==> config.mk <==
export PLATFORM = sky130hd
export DESIGN_NAME = fca_rsp_stage_flat
export DESIGN_NICKNAME = d
export VERILOG_FILES = /design/src/fca_pkg.sv /design/src/fca_channels.sv /design/src/fca_rsp_stage.sv /design/src/flat_wrapper.sv
export SDC_FILE = /design/constraint.sdc
export NUM_CORES = 1
export LEC_CHECK = 0
export BUFFER_PORTS_ARGS = -buffer_cell sky130_fd_sc_hd__buf_2
export CAP_MARGIN = 10
export CORE_MARGIN = 2
export CORE_UTILIZATION = 35
export CTS_CLUSTER_DIAMETER = 200
export DETAILED_ROUTE_END_ITERATION = 8
export PLACE_DENSITY = 0.69
export SYNTH_ARGS = -nofsm -noshare
export SYNTH_HDL_FRONTEND = slang
export SYNTH_SLANG_ARGS = --single-unit
export TNS_END_PERCENT = 1
==> constraint.sdc <==
create_clock -name clock -period 1.8 [get_ports clock]
set_input_delay 0.09 -clock clock [delete_from_list [all_inputs] [get_ports clock]]
set_output_delay 0.09 -clock clock [all_outputs]
set_load 0.1 [all_outputs]
==> src/fca_pkg.sv <==
// shared constants, codes and types of the file allocation table block
package fca_pkg;

   localparam int BLOCKS = 1024;
   localparam int ADDR_W = (BLOCKS > 1) ? $clog2(BLOCKS) : 1;
   localparam int CNT_W  = $clog2(BLOCKS + 1);

   localparam logic [15:0] END_MARK  = 16'hFFFF;
   localparam logic [15:0] FREE_MARK = 16'h0000;
   localparam logic [15:0] BLOCKS_16 = 16'(BLOCKS);

   typedef enum logic [1:0] {
      OP_FORMAT = 2'd0,
      OP_ALLOC  = 2'd1,
      OP_FREE   = 2'd2,
      OP_NEXT   = 2'd3
   } op_type;

   typedef enum logic [1:0] {
      ST_OK        = 2'd0,
      ST_NO_FREE   = 2'd1,
      ST_BAD_INDEX = 2'd2
   } status_type;

   typedef enum logic [3:0] {
      S_CLEAR,
      S_IDLE,
      S_SCAN,
      S_MARK,
      S_LINK,
      S_WALK,
      S_FREE,
      S_READ,
      S_FETCH,
      S_DONE
   } state_type;

   typedef struct packed {
      logic [15:0] result_block;
      logic [1:0]  status;
      logic [15:0] freed_count;
   } rsp_payload_type;

endpackage

==> src/fca_channels.sv <==


interface fca_rsp_if;
   logic        valid;
   logic        ready;
   logic [15:0] result_block;
   logic [1:0]  status;
   logic [15:0] freed_count;

   modport source (output valid, output result_block, output status,
                   output freed_count, input ready);
   modport sink (input valid, input result_block, input status,
                 input freed_count, output ready);
endinterface

==> src/fca_rsp_stage.sv <==
// output register stage holding one response item until it is taken
module fca_rsp_stage (
   input  logic                     clock,
   input  logic                     reset,
   input  logic                     load,
   input  fca_pkg::rsp_payload_type payload,
   output logic                     free,
   fca_rsp_if.source                rsp_if
);

   logic                     valid_ff, valid_in;
   fca_pkg::rsp_payload_type payload_ff;

   assign free     = !valid_ff || rsp_if.ready;
   assign valid_in = load || (valid_ff && !rsp_if.ready);

   always_ff @(posedge clock) begin
      if (reset) begin
         valid_ff <= 1'b0;
      end else begin
         valid_ff <= valid_in;
      end
   end

   always_ff @(posedge clock) begin
      if (load && free) begin
         payload_ff <= payload;
      end
   end

   assign rsp_if.valid        = valid_ff;
   assign rsp_if.result_block = payload_ff.result_block;
   assign rsp_if.status       = payload_ff.status;
   assign rsp_if.freed_count  = payload_ff.freed_count;

endmodule

==> src/flat_wrapper.sv <==
// flat-port wrapper written by rule: the top's interface ports become plain ports
module fca_rsp_stage_flat 
  (clock, reset, load, payload, free, rsp_if_valid, rsp_if_result_block, rsp_if_status, rsp_if_freed_count, rsp_if_ready);
  fca_rsp_if rsp_if_i ();
  input  logic clock;
  input  logic reset;
  input  logic load;
  input  fca_pkg::rsp_payload_type payload;
  output logic free;
  output wire logic [$bits(rsp_if_i.valid)-1:0] rsp_if_valid;
  output wire logic [$bits(rsp_if_i.result_block)-1:0] rsp_if_result_block;
  output wire logic [$bits(rsp_if_i.status)-1:0] rsp_if_status;
  output wire logic [$bits(rsp_if_i.freed_count)-1:0] rsp_if_freed_count;
  input wire logic [$bits(rsp_if_i.ready)-1:0] rsp_if_ready;
  assign rsp_if_valid = rsp_if_i.valid;
  assign rsp_if_result_block = rsp_if_i.result_block;
  assign rsp_if_status = rsp_if_i.status;
  assign rsp_if_freed_count = rsp_if_i.freed_count;
  assign rsp_if_i.ready = rsp_if_ready;
  fca_rsp_stage u_core (.clock(clock), .reset(reset), .load(load), .payload(payload), .free(free), .rsp_if(rsp_if_i));
endmodule
After elaboration in Yosys (flattened, before gate mapping):

Cells that the tools add are included.
Widths: inputs -> output; s select.

* add/sub/neg operators: 0
* multipliers: 0
* div/mod/pow operators: 0
* magnitude comparators: 0
* equal/unequal tests: 0
* shifts and indexed selects: 0
* mux-type cells: 0
* bitwise logic cells: 0
* reduce and logical (&&, ||, !) cells: 6

Operators with widths (count)
* $logic_and 1x1->1: 2
* $logic_not 1->1: 2
* $logic_or 1x1->1: 2

* bits in registers: 35
* latch bits: 0
* bits in writable memories: 0
* memory bits (read-only): 0
* bits of input ports: 38
* memories: 0

Longest topological paths before layout:

Gate-level depths: netlist of run 1.

* depth in word-level cells: 3
* depth in mapped cells: 2

Worst setup path before layout of run 1:

OpenSTA, ideal clock, no wires.

* kind: reg-to-reg
* start point: register u_core.valid_ff, in the netlist u_core.rsp_if.valid
* end point: register u_core.payload_ff, in the netlist u_core.rsp_if.freed_count[0] (enable)
* library setup time: 0.282 ns
* arrival time: 1.751 ns
* required time: 1.518 ns
* setup slack: -0.233 ns
* cell stages (with the launch flop): 3
* cell sequence: dfxtp_1 > nand2b_4 > and2_4

* word-level cells in the longest chain between the ends: 3

Ends and longest elaborated chain
* start, declared: RTL line fca_rsp_stage.sv:11 `logic valid_ff, valid_in;`
* start signal, assigned: RTL line fca_rsp_stage.sv:21 `valid_ff <= valid_in;`
* $logic_not 1->1: RTL line fca_rsp_stage.sv:14 `assign free = !valid_ff || rsp_if.ready;`
* $logic_or 1x1->1: RTL line fca_rsp_stage.sv:14
* net free: RTL line flat_wrapper.sv:9 `output logic free;`
* $logic_and 1x1->1: RTL line fca_rsp_stage.sv:26 `if (load && free) begin`
* end signal, assigned: RTL line fca_rsp_stage.sv:27 `payload_ff <= payload;`
* end, declared: RTL line fca_rsp_stage.sv:12 `fca_pkg::rsp_payload_type payload_ff;`

The timed path passes the listed nets, and every way through them passes these cells.
A chain may end at the register's enable or synchronous reset.

Worst setup path after layout of run 1:

* start point: register u_core.valid_ff, in the netlist u_core.rsp_if.valid
* end point: output free

* word-level cells in the longest chain between the ends: 2

Ends and longest elaborated chain (RTL line)
* $logic_not 1->1: fca_rsp_stage.sv:14
* $logic_or 1x1->1: fca_rsp_stage.sv:14
* end, declared: flat_wrapper.sv:9

No other way between the ends.

==> run_results.csv, run 1 <==
group,metric,value,unit
setup_path,worstSetupStartpoint,"u_core.rsp_if.valid",
floorplanning,num_io_pins,74,
detailed_routing,total_vias_in_the_final_route,798,
yosys,seq_area_frac_synth,0.967,
worst_hold_path,hold_path.class,"in -> reg",
clock_network,clock-sinks,35,
detailed_routing,postRouteWirelength,2.55,mm
setup_path,timing.critical_path.cells,"nand2b_4, buf_2",
flow_run,max-cap-violations,0,
setup_path,worst_path_max_delay_cell,"sky130_fd_sc_hd__buf_2",
grt,first_pass_grt_wire_length,3.75,mm
timing,achievable-frequency,788,MHz
setup_path,worst-path-max-fanout,3,
place,place.gp.congestion,0.654,
timing,hold_slack,0.344,ns
clock_network,root_buffer,"sky130_fd_sc_hd__clkbuf_4",
setup_path,worst-endpoint-required,1.71,ns
detailed_routing,drtAntennaViolNets,0,
clock_network,cts_made_buffers,5,
timing,fin_tns_setup,0,ns
place,io_buffer_count,73,
setup_path,crit_type,"reg -> out",
grt,gr-usage-all-layers,0.159,
timing,timing.final.setup_violations,0,
yosys,syn-mean-instance-area,27.6,µm²
setup_path,worst_setup_path_start_kind,"flop",
cells_and_area,fillers,233,
floorplanning,die_width,59.4,µm
clock_network,post_cts.resized_instances,0,
clock_network,tritoncts_clock_tree,"done",
floorplanning,core-area,2980,µm²
yosys,syn-cell-area,1080,µm²
detailed_routing,drt-vias-per-instance,4.22,
cells_and_area,n_antenna_cell,0,
setup_path,reg2reg_setup_slack,0.59,ns
timing,final_min_period_over_clock_period,0.705,
timing,maxSlewHeadroom,0.669,
detailed_routing,drt-initial-drc-count,18,
cells_and_area,utilization,0.639,
yosys,synth-warning-count,0,
clock_network,clock_tree.buffer_depth,2,
grt,maximum_number_of_pins_on_one_net_before_global_route_repair,35,
clock_network,htree_levels,2,
timing,finalWorstPathRequiredPeriod,1.27,ns
floorplanning,chipHeight,59.4,µm
timing,final_hold_viol_count,0,
power_and_ir_drop,power.static_leakage,0.000830,µW
run_status,run_status,"completed",
cells_and_area,final_layout_size_suffix_gt1_frac,0.538,
timing,clock_skew,0.00894,ns
floorplanning,rows,20,
power_and_ir_drop,pwr_density_cell,1000,nW/µm²
setup_path,signal_arrival_time_at_the_worst_endpoint,1.18,ns
cells_and_area,syn2layout_area_growth,77.0,%
clock_network,path_clk_slew,0.10,ns
floorplanning,dieArea,3530,µm²
setup_path,end_kind,"output port",
yosys,synth_cell_types,6,
grt,initial_antenna_violation_count,0,
detailed_routing,routed_wire_length_per_instance,13.5,µm
cells_and_area,nNetsFinal,193,
cells_and_area,layout.area.seq,1040,µm²
setup_path,timing.reg2reg.worst_path_depth,2,
power_and_ir_drop,irDropWorstVdd,666,µV
grt,first_global_vias,827,
grt,grt-ovfl-total,0,
setup_path,worstReg2RegStart,"u_core.rsp_if.valid",
timing,tightest_slew,0.499,ns
clock_network,clock_insertion_delay_worst_skew,0.33,ns
yosys,synthCells,39,
setup_path,worstReg2RegEnd,"u_core.rsp_if.freed_count[9]",
detailed_routing,drt_first_pass_iters,2,
floorplanning,start_util,0.361,
setup_path,critPathMaxStageDelay,0.42,ns
detailed_routing,drc,0,
yosys,yosys_register_bits,35,
clock_network,post_cts_buffers,0,
yosys,mappedNetlistNets,77,
timing,setup_repair_after_global_routing_missed_its_margin,"false",
timing,report.final.slew_viol_count,0,
cells_and_area,multiInputGateArea,31.3,µm²
setup_path,timing.critical_path.to,"free",
==> cell type report <==
type,instances,share of cell area
inverters,1,0.00197
multi-input cells,3,0.0164
clock inverters,1,0.00263
well taps,33,0.0217
flip-flops and latches,35,0.547
repair buffers,109,0.381
clock buffers,7,0.0289
==> cells by family (layout without fill, tap and decap cells) <==
logic type / count (synthesis) / count (layout) / share of synthesized area
simple gates: 2 / 2 / 0.0209
flops: 35 / 35 / 0.967
buf+inv: 1 / 118 / 0.00349
compound gates: 1 / 1 / 0.00814
==> critical path, delay by kind of cell, from the launching register on <==
kind	cells	cell delay [ns]
buffers and inverters	1	0.42
and+or+nand+nor	1	0.08
DFF	1	0.35
==> synth_stat cells (all sizes together) <==
| master | instances | share of area |
|---|---|---|
| inv | 1 | 0.0035 |
| nand2b | 1 | 0.013 |
| dfxtp | 1 | 0.019 |
| a21oi | 1 | 0.0081 |
| and2 | 1 | 0.0081 |
| edfxtp | 34 | 0.95 |
==> worst min path at each step <==
stage / cells after the start / slack [ns] / to / from
2_1_floorplan: 1 / 0.15 / u_core.rsp_if.valid / reset
3_3_place_gp: 2 / 0.24 / u_core.rsp_if.valid / reset
3_5_place_dp: 2 / 0.25 / u_core.rsp_if.valid / reset
4_1_cts: 2 / 0.33 / u_core.rsp_if.result_block[8] / load
5_1_grt: 2 / 0.34 / u_core.rsp_if.result_block[14] / load
6_report: 2 / 0.34 / u_core.rsp_if.freed_count[1] / load
==> report_power, final <==
part | internal (µW) | switching [µW] | total [µW]
logic | 113 | 396 | 509
registers | 950 | 12.5 | 962
clock network | 189 | 244 | 433
total | 1250 | 653 | 1900
==> sequential cells by signal (all words and copies together) (netlist names) <==
signal,cells
u_core.rsp_if.valid,1
u_core.rsp_if.status,2
u_core.rsp_if.freed_count,16
u_core.rsp_if.result_block,16
==> through the flow <==
step | instance area [µm²] | worst slack (ns) | total power [µW] | std cells
after detailed placement | 1480 | 0.609 | 1430 | 145
after global routing | 1900 | 0.483 | 1980 | 189
after CTS | 1900 | 0.528 | 1920 | 189
final | 1900 | 0.531 | 1900 | 189
after floorplan | 1080 | 0.173 | 1340 | 39
after global placement | 1480 | 0.651 | 1420 | 145
==> layer usage <==
metal	global-route usage	vias to the layer above	wire, µm
met3	0.111	6	348
met4	0.0942	0	49
li1	-	385	-
met1	0.158	350	950
met5	0	-	0
met2	0.240	57	1200
==> repair_timing <==
action / 4_1_cts / 5_1_grt
endpoints found under the setup margin: 0 / 0
hold buffers: 36 / 0
hold endpoints to repair: 35 / 0
==> placed cells by master (no fill, tap or decap), drive strengths merged <==
cell and instances:
a21oi 1, and2 1, buf 73, clkbuf 7
clkinv 1, dfxtp 1, dlygate4sd3 36, edfxtp 34
inv 1, nand2b 1
(Power assumes the default switching activity.)
==> inputs of run 2 (changes only) <==
ABC_AREA = 1   (was default)
PLACE_DENSITY = 0.71   (was 0.69)
clock period = 1.1 ns   (was 1.8 ns; I/O delays follow)
==> run 2 against run 1 <==
- sequential power increased by 67%
- cell area grew 24%
- setup slack worse by 0.50 ns
- sequential share of layout area decreased by 10 points
- register-to-register slack lost 0.56 ns
- synthesized cell count rose by 2.6%
- cell count grew 1.1%
- routed wire length is 21% higher
- die area down 0.64%
- clock skew is 0.0028 ns lower
- via count up 1.4%
==> run_results.csv, run 2 <==
group,metric,value,unit
timing,setup_ws,0.0286,ns
yosys,yosys_register_bits,35,
grt,first_pass_grt_wire_length,4.56,mm
cells_and_area,syn2layout_area_growth,121,%
cells_and_area,layout.cells.non_filler,191,
timing,final_min_period_over_clock_period,0.974,
power_and_ir_drop,pwr_density_cell,1500,nW/µm²
floorplanning,start_util,0.359,
setup_path,worst_setup_path_start_kind,"flop",
clock_network,htree_levels,2,
yosys,syn-cell-area,1070,µm²
setup_path,timing.reg2reg.worst_path_depth,2,
setup_path,worstSetupPathDepth,2,
grt,initial_antenna_violation_count,0,
clock_network,clock_tree.buffer_depth,2,
setup_path,reg2reg_setup_slack,0.03,ns
worst_hold_path,hold_path.class,"in -> reg",
setup_path,worst_path_max_delay_cell,"sky130_fd_sc_hd__dfxtp_4",
power_and_ir_drop,share_comb_of_total_power,0.294,
timing,setup_repair_after_global_routing_missed_its_margin,"true",
grt,maximum_number_of_pins_on_one_net_before_global_route_repair,24,
detailed_routing,drc,0,
yosys,synth-edff-count,34,
power_and_ir_drop,power_frac_seq,0.456,
yosys,syn-mean-instance-area,26.7,µm²
detailed_routing,routed_wire_length_per_instance,16.2,µm
clock_network,clock_insertion_delay_worst_skew,0.33,ns
setup_path,end_kind,"flop",
yosys,synth-warning-count,0,
cells_and_area,n_antenna_cell,0,
timing,report.final.slew_viol_count,0,
cells_and_area,utilization,0.792,
grt,grt-ovfl-total,0,
power_and_ir_drop,power_switching,1140,µW
floorplanning,core-area,2980,µm²
run_status,run_status,"completed",
setup_path,crit_type,"reg -> reg",
setup_path,worstSetupStartpoint,"u_core.rsp_if.valid",
timing,achievable-frequency,933,MHz
floorplanning,rows,20,
cells_and_area,final_common_cell,"sky130_fd_sc_hd__buf_2",
timing,finalWorstPathRequiredPeriod,1.07,ns
cells_and_area,final_cell_mix,"37 x sky130_fd_sc_hd__buf_2, 35 x sky130_fd_sc_hd__dlygate4sd3_1, 34 x sky130_fd_sc_hd__edfxtp_1",
yosys,synth_cell_types,7,
timing,maxSlewHeadroom,0.813,
yosys,synth.most_common_cell,"sky130_fd_sc_hd__edfxtp_1",
yosys,seq_area_frac_synth,0.974,
setup_path,worst-path-max-fanout,23,
grt,gr-usage-all-layers,0.197,
clock_network,root_buffer,"sky130_fd_sc_hd__clkbuf_4",
power_and_ir_drop,power.static_leakage,0.000995,µW
timing,tightest_slew,0.283,ns
detailed_routing,drt_first_pass_iters,4,
cells_and_area,final_layout_size_suffix_gt1_frac,0.551,
power_and_ir_drop,power.share.switching,0.322,
floorplanning,chipHeight,59.3,µm
floorplanning,dieArea,3510,µm²
setup_path,worst-endpoint-required,1.14,ns
timing,clock_skew,0.00619,ns
detailed_routing,drt-vias-per-instance,4.24,
yosys,async_reset_ff_frac,0,
grt,first_global_vias,915,
setup_path,worstReg2RegEnd,"u_core.rsp_if.result_block[15]",
cells_and_area,nNetsFinal,195,
place,placed_cells,148,
place,io_buffer_count,73,
setup_path,critical_path_buffers_and_inverters,1,
detailed_routing,drt-initial-drc-count,24,
setup_path,cp_top_family,"flip-flops",
power_and_ir_drop,power.internal,2390,µW
setup_path,timing.critical_path.cells,"a21oi_4, buf_12",
power_and_ir_drop,clock_power_share,0.250,
setup_path,signal_arrival_time_at_the_worst_endpoint,1.11,ns
setup_path,timing.critical_path.to,"u_core.rsp_if.result_block[15]",
detailed_routing,postRouteWirelength,3.10,mm
timing,final_hold_viol_count,0,
clock_network,tritoncts_clock_tree,"done",
power_and_ir_drop,irDropWorstVdd,1220,µV
detailed_routing,total_vias_in_the_final_route,809,
setup_path,worstReg2RegStart,"u_core.rsp_if.valid",
cells_and_area,final_cell_area,2360,µm²
setup_path,critPathMaxStageDelay,0.38,ns
yosys,mappedNetlistNets,78,
timing,timing.final.setup_violations,0,
clock_network,clock-sinks,35,
yosys,synth.top_cell.area_share,0.956,
yosys,synth_top_area_cell,"sky130_fd_sc_hd__edfxtp_1",
place,place.gp.congestion,0.675,
clock_network,cts_made_buffers,5,
flow_run,max-cap-violations,0,
yosys,ys.flop_type,"sky130_fd_sc_hd__edfxtp_1",
floorplanning,num_io_pins,74,
place,post-place-ws,0.0697,ns
yosys,synthCells,40,
floorplanning,die_width,59.3,µm
place,detailed_place.area,1890,µm²
clock_network,path_clk_slew,0.10,ns
yosys,netlist_top_cells_area,"sky130_fd_sc_hd__edfxtp_1 96%, sky130_fd_sc_hd__dfxtp_1 1.9%, sky130_fd_sc_hd__a21oi_2 0.82%",
detailed_routing,drtAntennaViolNets,0,
timing,fin_tns_setup,0,ns
-- run 2: final cells by class --
class                           count  area (µm²)
Multi-Input combinational cell      3        31.3
Inverter                            2        7.51
Fill cell                         150         619
Sequential cell                    35        1040
Clock inverter                      3        38.8
Timing Repair Buffer              110        1160
Clock buffer                        5        37.5
Tap cell                           33        41.3
-- run 2: what timing repair did --
action | 4_1_cts | 5_1_grt
hold buffers | 35 | 0
gates resized for setup | 11 | 3
endpoints found under the setup margin | 11 | 14
setup buffers | 0 | 0
endpoints found under the hold margin | 35 | 0
-- run 2: tightest hold or removal path: cells and delay by family --
| kind | cells | cell delay [ns] |
|---|---|---|
| buffers and inverters | 2 | 0.21 |
| AOI/OAI and AO/OA | 1 | 0.07 |
-- run 2: cell families (layout without fill, tap and decap cells) --
family	Yosys count	count (layout)	share of synthesized area
flops	35	35	0.974
compound gates	2	2	0.0129
buf+inv	2	120	0.00702
simple gates	1	1	0.00586
-- run 2: per-stage QoR --
stage               power (µW)  hold slack (ns)
floorplan                 2200            0.108
global placement          2540            0.206
detailed placement        2550            0.214
CTS                       3520           0.0117
global route              3640           0.0181
finish                    3530           0.0243
-- run 2: worst min-delay path by stage --
stage	from	endpoint	slack (ns)	depth (start not counted)
3_5_place_dp	reset	u_core.rsp_if.valid	0.21	2
5_1_grt	load	u_core.rsp_if.valid	0.02	3
6_report	load	u_core.rsp_if.valid	0.02	3
4_1_cts	rsp_if_ready	u_core.rsp_if.valid	0.01	4
2_1_floorplan	reset	u_core.rsp_if.valid	0.11	1
3_3_place_gp	reset	u_core.rsp_if.valid	0.21	2
-- run 2: layer usage --
metal  vias to the layer above  global-route usage  routed length [µm]
met4                         0              0.0844                  37
li1                        390                   -                   -
met1                       363               0.181                 976
met2                        52               0.330                1650
met3                         4               0.140                 434
met5                         -                   0                   0
-- run 2: power groups by stage --
stage / Sequential (µW) / Clock (µW) / Combinational [µW]
2_1_floorplan: 2150 / 0 / 46.0
3_3_place_gp: 1630 / 0 / 906
3_5_place_dp: 1630 / 0 / 913
4_1_cts: 1610 / 889 / 1020
5_1_grt: 1620 / 961 / 1060
6_report: 1610 / 884 / 1040
